[src/rtl/teq_pkg.sv]
`timescale 1ns / 1ps
`default_nettype none
package teq_pkg;
   localparam int TimeWidth = 32;
   localparam int IdWidth   = 16;
   localparam int KindWidth = 3;
   localparam int CountWidth = 5;

   typedef enum logic [1:0] {
      OP_ADD     = 2'd0,
      OP_REMOVE  = 2'd1,
      OP_ADVANCE = 2'd2,
      OP_NONE    = 2'd3
   } op_type;

   typedef enum logic [2:0] {
      KIND_FIRED   = 3'd0,
      KIND_DONE    = 3'd1,
      KIND_PAST    = 3'd2,
      KIND_FULL    = 3'd3,
      KIND_REMOVED = 3'd4
   } kind_type;

   // Commands from the controller to the datapath.
   typedef struct packed {
      logic capture;     // latch the request fields
      logic scan_clear;  // load the read/write scan pointers for a new scan
      logic scan_step;   // process one slot of the scan
      logic add_commit;  // write the new event at the open slot
      logic time_add;    // advance current time
      logic pop_commit;  // finish a remove or advance compaction
   } dp_cmd_type;

   // Status from the datapath to the controller.
   typedef struct packed {
      logic       scan_done;   // scan pointer reached occupancy, or zero on add
      logic       is_past;
      logic       is_full;
      logic       slot_due;    // slot at the scan pointer is due
      logic       slot_match;  // slot at the scan pointer matches remove time
      logic       slot_after;  // slot below the scan pointer is after the new event
   } dp_status_type;
endpackage
`default_nettype wire

[src/rtl/teq_datapath.sv]
`timescale 1ns / 1ps
`default_nettype none
module teq_datapath #(
   parameter int DEPTH = 16
) (
   input  wire logic                          clock,
   input  wire logic                          reset,
   input  wire teq_pkg::dp_cmd_type           cmd,
   input  wire logic [1:0]                    op_sel,
   input  wire logic [31:0]                   req_event_time,
   input  wire logic [15:0]                   req_event_id,
   input  wire logic [31:0]                   req_remove_time,
   input  wire logic [31:0]                   req_advance_amount,
   output teq_pkg::dp_status_type             status,
   output logic [15:0]                        slot_id_out,
   output logic [31:0]                        slot_time_out,
   output logic [$clog2(DEPTH+1)-1:0]         removed_out
);
   import teq_pkg::*;
   localparam int AW = $clog2(DEPTH);
   localparam int CW = $clog2(DEPTH + 1);

   // The store is swept slot by slot; add walks from the top shifting
   // entries up, remove and advance compact from the bottom.
   logic [TimeWidth-1:0] time_mem [DEPTH];
   logic [IdWidth-1:0]   id_mem   [DEPTH];

   logic [CW-1:0]  occ_ff, occ_in;
   logic [31:0]    now_ff, now_in;
   logic [CW-1:0]  rd_ff, rd_in, wr_ff, wr_in;
   logic [1:0]     op_ff;
   logic [31:0]    ev_time_ff, rm_time_ff, amount_ff;
   logic [15:0]    ev_id_ff;
   logic           firing_ff, firing_in;

   logic [AW-1:0]  rd_idx, wr_idx, below_idx;
   logic [31:0]    rd_time, below_time;
   logic [15:0]    rd_id, below_id;
   logic           is_add;

   assign is_add    = (op_ff == OP_ADD);
   // For add, rd counts down from occupancy: the candidate is rd-1.
   assign below_idx = AW'(rd_ff - CW'(1));
   assign rd_idx    = rd_ff[AW-1:0];
   assign wr_idx    = wr_ff[AW-1:0];
   assign rd_time   = time_mem[rd_idx];
   assign rd_id     = id_mem[rd_idx];
   assign below_time = time_mem[below_idx];
   assign below_id   = id_mem[below_idx];

   always_comb begin
      status.is_past    = ev_time_ff < now_ff;
      status.is_full    = occ_ff >= CW'(DEPTH);
      status.scan_done  = is_add ? (rd_ff == '0) : (rd_ff >= occ_ff);
      status.slot_after = below_time > ev_time_ff;
      status.slot_match = rd_time == rm_time_ff;
      status.slot_due   = firing_ff && (rd_time <= now_ff);
   end

   assign slot_id_out   = rd_id;
   assign slot_time_out = rd_time;
   assign removed_out   = CW'(rd_ff - wr_ff);

   always_comb begin
      occ_in    = occ_ff;
      now_in    = now_ff;
      rd_in     = rd_ff;
      wr_in     = wr_ff;
      firing_in = firing_ff;
      if (cmd.time_add) begin
         now_in = now_ff + amount_ff;
      end
      if (cmd.scan_clear) begin
         rd_in     = is_add ? occ_ff : '0;
         wr_in     = is_add ? occ_ff : '0;
         firing_in = 1'b1;
      end
      if (cmd.scan_step) begin
         if (is_add) begin
            rd_in = rd_ff - CW'(1);
            wr_in = wr_ff - CW'(1);
         end else begin
            rd_in = rd_ff + CW'(1);
            if (op_ff == OP_REMOVE) begin
               if (!status.slot_match) wr_in = wr_ff + CW'(1);
            end else if (!status.slot_due) begin
               wr_in     = wr_ff + CW'(1);
               firing_in = 1'b0;
            end
         end
      end
      if (cmd.add_commit) occ_in = occ_ff + CW'(1);
      if (cmd.pop_commit) occ_in = wr_ff;
   end

   always_ff @(posedge clock) begin
      if (reset) begin
         occ_ff    <= '0;
         now_ff    <= '0;
         rd_ff     <= '0;
         wr_ff     <= '0;
         op_ff     <= OP_NONE;
         firing_ff <= 1'b0;
      end else begin
         occ_ff    <= occ_in;
         now_ff    <= now_in;
         rd_ff     <= rd_in;
         wr_ff     <= wr_in;
         firing_ff <= firing_in;
         if (cmd.capture) op_ff <= op_sel;
      end
   end

   always_ff @(posedge clock) begin
      if (cmd.capture) begin
         ev_time_ff <= req_event_time;
         ev_id_ff   <= req_event_id;
         rm_time_ff <= req_remove_time;
         amount_ff  <= req_advance_amount;
      end
      if (cmd.scan_step) begin
         if (is_add) begin
            time_mem[wr_idx] <= below_time;
            id_mem[wr_idx]   <= below_id;
         end else if (op_ff == OP_REMOVE ? !status.slot_match : !status.slot_due) begin
            time_mem[wr_idx] <= rd_time;
            id_mem[wr_idx]   <= rd_id;
         end
      end
      if (cmd.add_commit) begin
         time_mem[wr_idx] <= ev_time_ff;
         id_mem[wr_idx]   <= ev_id_ff;
      end
   end
endmodule
`default_nettype wire

[src/rtl/teq_control.sv]
`timescale 1ns / 1ps
`default_nettype none
module teq_control (
   input  wire logic                  clock,
   input  wire logic                  reset,
   input  wire logic                  start,
   input  wire logic [1:0]            op_sel,
   input  wire teq_pkg::dp_status_type status,
   output teq_pkg::dp_cmd_type        cmd,
   output logic                       busy,
   output logic                       emit_fire,
   output logic                       emit_done,
   output teq_pkg::kind_type          done_kind
);
   import teq_pkg::*;

   typedef enum logic [2:0] {
      S_IDLE, S_DECODE, S_ADD_SCAN, S_REM_SCAN, S_ADV_SCAN, S_FINISH
   } state_type;

   state_type state_ff;
   logic      busy_ff;
   kind_type  kind_ff;
   logic [1:0] op_ff;

   assign busy = busy_ff;

   always_comb begin
      cmd = '0;
      emit_fire = 1'b0;
      emit_done = 1'b0;
      done_kind = kind_ff;
      unique case (state_ff)
         S_IDLE: cmd.capture = start;
         S_DECODE: begin
            cmd.scan_clear = 1'b1;
            cmd.time_add = (op_ff == OP_ADVANCE);
         end
         S_ADD_SCAN: begin
            if (!status.scan_done && status.slot_after) cmd.scan_step = 1'b1;
            else cmd.add_commit = 1'b1;
         end
         S_REM_SCAN: begin
            if (!status.scan_done) cmd.scan_step = 1'b1;
            else cmd.pop_commit = 1'b1;
         end
         S_ADV_SCAN: begin
            if (!status.scan_done) begin
               cmd.scan_step = 1'b1;
               emit_fire = status.slot_due;
            end else begin
               cmd.pop_commit = 1'b1;
            end
         end
         S_FINISH: emit_done = 1'b1;
         default: ;
      endcase
   end

   always_ff @(posedge clock) begin
      if (reset) begin
         state_ff <= S_IDLE;
         busy_ff  <= 1'b0;
         kind_ff  <= KIND_DONE;
         op_ff    <= OP_NONE;
      end else begin
         unique case (state_ff)
            S_IDLE: if (start) begin
               busy_ff  <= 1'b1;
               op_ff    <= op_sel;
               state_ff <= S_DECODE;
            end
            S_DECODE: begin
               case (op_ff)
                  OP_ADD: begin
                     if (status.is_past) begin
                        kind_ff <= KIND_PAST;
                        state_ff <= S_FINISH;
                     end else if (status.is_full) begin
                        kind_ff <= KIND_FULL;
                        state_ff <= S_FINISH;
                     end else begin
                        kind_ff <= KIND_DONE;
                        state_ff <= S_ADD_SCAN;
                     end
                  end
                  OP_REMOVE: begin
                     kind_ff <= KIND_REMOVED;
                     state_ff <= S_REM_SCAN;
                  end
                  OP_ADVANCE: begin
                     kind_ff <= KIND_DONE;
                     state_ff <= S_ADV_SCAN;
                  end
                  default: begin
                     kind_ff <= KIND_DONE;
                     state_ff <= S_FINISH;
                  end
               endcase
            end
            S_ADD_SCAN: if (status.scan_done || !status.slot_after) state_ff <= S_FINISH;
            S_REM_SCAN: if (status.scan_done) state_ff <= S_FINISH;
            S_ADV_SCAN: if (status.scan_done) state_ff <= S_FINISH;
            S_FINISH: begin
               busy_ff  <= 1'b0;
               state_ff <= S_IDLE;
            end
            default: state_ff <= S_IDLE;
         endcase
      end
   end
endmodule
`default_nettype wire

[src/rtl/timed_event_queue_unit.sv]
`timescale 1ns / 1ps
`default_nettype none
// Sorted queue of up to DEPTH timed events. A command is taken when start is
// high and busy is low. Its beats cannot be stalled: fired beats appear one
// per cycle on rsp_valid, and the final beat, with rsp_last set, follows the
// end of the sweep. An accepted add, a remove and an advance sweep the slot
// store one entry per cycle; a rejected add or an unused operation does not
// sweep. Busy falls in the same cycle as the last beat shows on the outputs,
// so the next command can be taken at the edge ending it.
module timed_event_queue_unit #(
   parameter int DEPTH = 16
) (
   input  wire logic        clock,
   input  wire logic        reset,
   input  wire logic        start,
   output logic             busy,
   input  wire logic [1:0]  req_operation,
   input  wire logic [31:0] req_event_time,
   input  wire logic [15:0] req_event_id,
   input  wire logic [31:0] req_remove_time,
   input  wire logic [31:0] req_advance_amount,
   output logic             rsp_valid,
   output logic [2:0]       rsp_kind,
   output logic [15:0]      rsp_fired_id,
   output logic [31:0]      rsp_fired_time,
   output logic [4:0]       rsp_removed_count,
   output logic             rsp_last
);
   import teq_pkg::*;
   localparam int CW = $clog2(DEPTH + 1);

   dp_cmd_type    cmd;
   dp_status_type status;
   logic [15:0]   slot_id;
   logic [31:0]   slot_time;
   logic [CW-1:0] removed;
   logic          emit_fire, emit_done;
   kind_type      done_kind;
   logic          valid_ff;
   logic [2:0]    kind_ff;
   logic [15:0]   id_ff;
   logic [31:0]   time_ff;
   logic [4:0]    count_ff;
   logic          last_ff;

   teq_datapath #(.DEPTH(DEPTH)) u_dp (
      .clock, .reset, .cmd, .op_sel(req_operation),
      .req_event_time, .req_event_id, .req_remove_time, .req_advance_amount,
      .status, .slot_id_out(slot_id), .slot_time_out(slot_time),
      .removed_out(removed)
   );

   teq_control u_ctl (
      .clock, .reset, .start, .op_sel(req_operation), .status, .cmd, .busy,
      .emit_fire, .emit_done, .done_kind
   );

   always_ff @(posedge clock) begin
      if (reset) valid_ff <= 1'b0;
      else valid_ff <= emit_fire || emit_done;
      kind_ff  <= emit_fire ? KIND_FIRED : done_kind;
      id_ff    <= emit_fire ? slot_id : '0;
      time_ff  <= emit_fire ? slot_time : '0;
      count_ff <= (emit_done && done_kind == KIND_REMOVED) ? 5'(removed) : '0;
      last_ff  <= emit_done;
   end

   assign rsp_valid         = valid_ff;
   assign rsp_kind          = kind_ff;
   assign rsp_fired_id      = id_ff;
   assign rsp_fired_time    = time_ff;
   assign rsp_removed_count = count_ff;
   assign rsp_last          = last_ff;

   a_one_cmd: assert property (@(posedge clock) disable iff (reset)
      start && !busy |=> busy) else $error("command not taken");
   a_fire_not_last: assert property (@(posedge clock) disable iff (reset)
      emit_fire |-> !emit_done) else $error("fire and done together");
   a_done_ends: assert property (@(posedge clock) disable iff (reset)
      emit_done |=> !emit_fire && !emit_done) else $error("beat after last");
endmodule
`default_nettype wire

[config.mk]
export PLATFORM = sky130hd
export DESIGN_NAME = timed_event_queue_unit
export DESIGN_NICKNAME = d
export VERILOG_FILES = /design/src/rtl/teq_pkg.sv /design/src/rtl/teq_datapath.sv /design/src/rtl/teq_control.sv /design/src/rtl/timed_event_queue_unit.sv
export SDC_FILE = /design/constraint.sdc
export NUM_CORES = 2
export LEC_CHECK = 0
export BUFFER_PORTS_ARGS = -buffer_cell sky130_fd_sc_hd__buf_2
export CELL_PAD_IN_SITES_DETAIL_PLACEMENT = 0
export CELL_PAD_IN_SITES_GLOBAL_PLACEMENT = 1
export CORE_AREA = 2 2 303 305
export DETAILED_ROUTE_END_ITERATION = 8
export DIE_AREA = 0 0 305 307
export HOLD_SLACK_MARGIN = 0.15
export PLACE_DENSITY_LB_ADDON = 0.1
export SLEW_MARGIN = 20
export SYNTH_ARGS = -nofsm -noshare
export SYNTH_HDL_FRONTEND = slang
export SYNTH_SLANG_ARGS = --single-unit
[constraint.sdc]
create_clock -name clock -period 19.4 [get_ports clock]
set_clock_uncertainty 0.05 [all_clocks]
set_input_delay 2.91 -clock clock [delete_from_list [all_inputs] [get_ports clock]]
set_output_delay 2.91 -clock clock [all_outputs]
set_load 0.03 [all_outputs]
==> metrics.json <==
{
  "global_route": {
    "track_usage_pct": 30.8,
    "grt_antenna_before_repair": 8,
    "grt_pass1_vias": 30100,
    "maximum_number_of_pins_on_one_net_before_global_route_repair": 100,
    "overflow": 0,
    "grt_pass1_wl_mm": 208
  },
  "worst_setup_path": {
    "worst_ep_required_time_ps": 19700,
    "crit_arrival_ps": 10780,
    "startpoint_type": "register",
    "setup.worst_path.end_class": "register",
    "worst-r2r-cell-count": 21,
    "path_class": "reg -> reg",
    "cp_max_fo": 71
  },
  "clock_tree": {
    "clk_transition_reported_paths_ps": 60,
    "clock_path_buffers": 3,
    "clock_insertion_delay_worst_skew_ps": 710,
    "numCtsBuffers": 107,
    "holdBufCountCts": 0,
    "cts_num_sinks": 999,
    "clock_tree.root_cell": "sky130_fd_sc_hd__clkbuf_16",
    "post_cts_setup_repair_buffer_count": 0,
    "cts_htree_levels": 3,
    "ctsResizeCount": 0,
    "cts_tree": "yes"
  },
  "floorplan": {
    "die_y_microns": 307,
    "die-width_microns": 305,
    "top_level_ports": 176,
    "area_of_the_core_region_sq_um": 90700,
    "fp.dieArea_sq_um": 93600,
    "placement_rows": 111,
    "start_util_pct": 53.6
  },
  "synthesis": {
    "postSynthNetCount": 3229,
    "synthDistinctLibCells": 79,
    "ys_warn_count": 0,
    "synth-seq-area-share_pct": 59.3,
    "synthDominantCellAreaShare_pct": 54.4,
    "netlist_area_sq_um": 48600,
    "netlist_top_cells_area": "sky130_fd_sc_hd__edfxtp_1, sky130_fd_sc_hd__mux4_2, sky130_fd_sc_hd__dfxtp_1",
    "synthDominantAreaCellType": "sky130_fd_sc_hd__edfxtp_1",
    "post_synth_inst_count": 2966,
    "synth_enable_flop_cells": 880,
    "ys_dominant_reg_cell": "sky130_fd_sc_hd__edfxtp_1",
    "synth_seq_cells": 999,
    "post_synth.cell_area_avg_sq_um": 16.4,
    "ys_async_rst_share_pct": 0
  },
  "route": {
    "drtAntennaViolNets": 0,
    "vias_per_cell": 6.79,
    "route.vias.total": 30200,
    "overall_routed_net_length_mm": 144,
    "routedWlPerCell_microns": 32.3,
    "drt_drc_violations_left": 0,
    "dr.first_iter.drc_count": 3859,
    "detailedRoute.firstPassIterationCount": 5
  },
  "power": {
    "max-vdd-ir-drop_mv": 0.0721,
    "p_leak_nw": 18.4,
    "power.density_nw_per_um2": 136
  },
  "sta": {
    "setup_total_negative_slack_ps": 0,
    "max_freq_ghz": 0.0954,
    "tcrit_tclk_final_pct": 54.0,
    "final.setup.worst_slack_ps": 8920,
    "setup_viol": 0,
    "hold_viol_final": 0,
    "hold_slack_ps": 428,
    "timing.final.max_slew_violations": 0,
    "layout_min_cycle_time_ps": 10480,
    "rsz0062_at_grt": "false",
    "timing_worst_slew_pin_value_ps": 1170,
    "worst_slew_margin_rel_pct": 21.3
  },
  "run_status": {
    "outcome": "finished clean"
  },
  "run": {
    "drv.max_cap_violation_count": 0
  },
  "placed_design": {
    "place_hpwl_mm": 89.2,
    "globalplace.congestion": 0.907,
    "dpl_worst_slack_ps": 8660,
    "placement.io_buffers": 175
  },
  "final_layout": {
    "final_nets": 3424,
    "nFillCells": 6754,
    "layout-area-overhead-vs-synth_pct": 12.4,
    "share_of_post_route_cells_with_drive_strength_above_1_pct": 27.9
  },
  "hold_path": {
    "hold_path_depth": 2,
    "hold_path_class": "reg -> reg"
  }
}
==> cells in the final DEF, fill, tap and decap left out, drive strengths merged, types with 10 or more instances in the layout <==
cell | netlist | layout
mux2 | 23 | 23
nand3 | 25 | 25
nand2b | 14 | 14
nor3 | 25 | 25
dfxtp | 119 | 119
a21o | 41 | 41
nor2b | 16 | 16
inv | 101 | 103
o211ai | 14 | 14
nor2 | 108 | 108
bufinv | 0 | 15
clkinv | 2 | 52
clkbuf | 92 | 128
edfxtp | 880 | 880
ha | 144 | 144
a211oi | 19 | 19
a221oi | 12 | 12
buf | 75 | 251
xnor2 | 56 | 56
mux2i | 144 | 144
mux4 | 412 | 412
and3 | 44 | 44
xor2 | 34 | 34
a22oi | 25 | 25
nand4 | 29 | 29
nand2 | 158 | 158
and2 | 10 | 10
a31oi | 12 | 12
a21oi | 126 | 126
o21ai | 90 | 90
==> cell families after synthesis <==
family | count (synthesis) | synth area share, %
XOR/XNOR | 90 | 1.62
AND/OR/NAND/NOR | 470 | 4.67
AO/OA/AOI/OAI | 412 | 5.42
flip-flops | 999 | 59.3
adder cells (fa/ha/maj) | 146 | 3.79
multiplexers | 579 | 22.6
buffers and inverters | 270 | 2.57
==> power by group <==
| group | total (W) | internal (W) | leakage (nW) | switching, W |
|---|---|---|---|---|
| sequential | 0.00304 | 0.00292 | 8.92 | 0.000123 |
| clock | 0.00212 | 0.00124 | 1.77 | 0.000877 |
| combinational | 0.00226 | 0.000869 | 7.66 | 0.00140 |
| total | 0.00743 | 0.00503 | 18.4 | 0.00240 |
==> flip-flops by register name, indices dropped and copies added (netlist names), 5 cells and up, named ones only <==
signal             cells
u_dp.ev_time_ff       32
u_dp.time_mem        512
u_dp.id_mem          256
u_dp.amount_ff        32
u_dp.now_ff           32
u_dp.ev_id_ff         16
u_dp.rd_ff             5
rsp_fired_id          16
u_dp.wr_ff             5
rsp_removed_count      5
u_dp.rm_time_ff       32
rsp_fired_time        32
u_dp.occ_ff            5
==> final cells by class <==
type / count / area (sq um) / area share [%]
inverters: 103 / 387 / 0.708
well taps: 1186 / 1480 / 2.72
multi-input cells: 1697 / 18700 / 34.3
repair buffers: 253 / 1490 / 2.73
flip-flops and latches: 999 / 28800 / 52.8
clock buffers: 126 / 2810 / 5.15
diodes: 6 / 15.0 / 0.0275
clock inverters: 75 / 851 / 1.56
==> per-layer routing <==
metal	vias up	part of all wire [%]	track usage (%)
li1	12500	-	-
met1	15700	39	42.8
met2	1785	47	48.1
met3	295	11	7.71
met4	4	3.2	9.98
met5	-	0.024	0
==> worst max-delay path, stage by stage (launching register included) <==
cell                       delay, ps
sky130_fd_sc_hd__dfxtp_4         910
sky130_fd_sc_hd__inv_1           270
sky130_fd_sc_hd__ha_4            960
sky130_fd_sc_hd__buf_4           940
sky130_fd_sc_hd__buf_4           940
sky130_fd_sc_hd__mux4_2          420
sky130_fd_sc_hd__mux4_2          530
sky130_fd_sc_hd__ha_1            330
sky130_fd_sc_hd__a21o_1          170
sky130_fd_sc_hd__a21o_1          170
sky130_fd_sc_hd__a211o_1         290
sky130_fd_sc_hd__o211ai_1         90
sky130_fd_sc_hd__a21oi_1         130
sky130_fd_sc_hd__nor4b_1         880
sky130_fd_sc_hd__buf_4           310
sky130_fd_sc_hd__o21ai_1         100
sky130_fd_sc_hd__buf_4           200
sky130_fd_sc_hd__o211ai_4         80
sky130_fd_sc_hd__buf_4           460
sky130_fd_sc_hd__buf_4           780
sky130_fd_sc_hd__mux2i_1         160
sky130_fd_sc_hd__o21ai_1         800
==> synth_stat cells, types with 41 or more instances <==
| library cell | count |
|---|---|
| sky130_fd_sc_hd__a21o_1 | 41 |
| sky130_fd_sc_hd__a21oi_1 | 126 |
| sky130_fd_sc_hd__and3_1 | 44 |
| sky130_fd_sc_hd__clkbuf_1 | 92 |
| sky130_fd_sc_hd__dfxtp_1 | 119 |
| sky130_fd_sc_hd__edfxtp_1 | 880 |
| sky130_fd_sc_hd__ha_1 | 144 |
| sky130_fd_sc_hd__inv_1 | 101 |
| sky130_fd_sc_hd__mux2i_1 | 144 |
| sky130_fd_sc_hd__mux4_2 | 411 |
| sky130_fd_sc_hd__nand2_1 | 158 |
| sky130_fd_sc_hd__nor2_1 | 107 |
| sky130_fd_sc_hd__o21ai_0 | 58 |
| sky130_fd_sc_hd__xnor2_1 | 56 |
==> path summary, 6_finish.rpt <==
check	slack, ps	end	startpoint
hold / removal	430	u_dp.now_ff[7]$_SDFFE_PP0P_	u_dp.now_ff[7]$_SDFFE_PP0P_
setup / recovery	8920	u_dp.time_mem[2][5]$_DFFE_PP_	u_dp.rd_ff[0]$_SDFFE_PP0N_
hold reg to reg	430	u_dp.now_ff[7]$_SDFFE_PP0P_	u_dp.now_ff[7]$_SDFFE_PP0P_
setup reg to reg	8920	u_dp.time_mem[2][5]$_DFFE_PP_	u_dp.rd_ff[0]$_SDFFE_PP0N_
==> metrics by stage <==
stage / power [W] / utilization, % / cell area [sq um] / std cells
finish: 0.00743 / 60.2 / 54600 / 4445
global route: 0.00773 / 60.2 / 54600 / 4439
CTS: 0.00743 / 60.1 / 54500 / 4435
detailed placement: 0.00532 / 56.1 / 50800 / 4234
global placement: 0.00525 / 56.1 / 50800 / 4234
floorplan: 0.00458 / - / 48600 / 2966
Power figures use the tool's default switching activity.
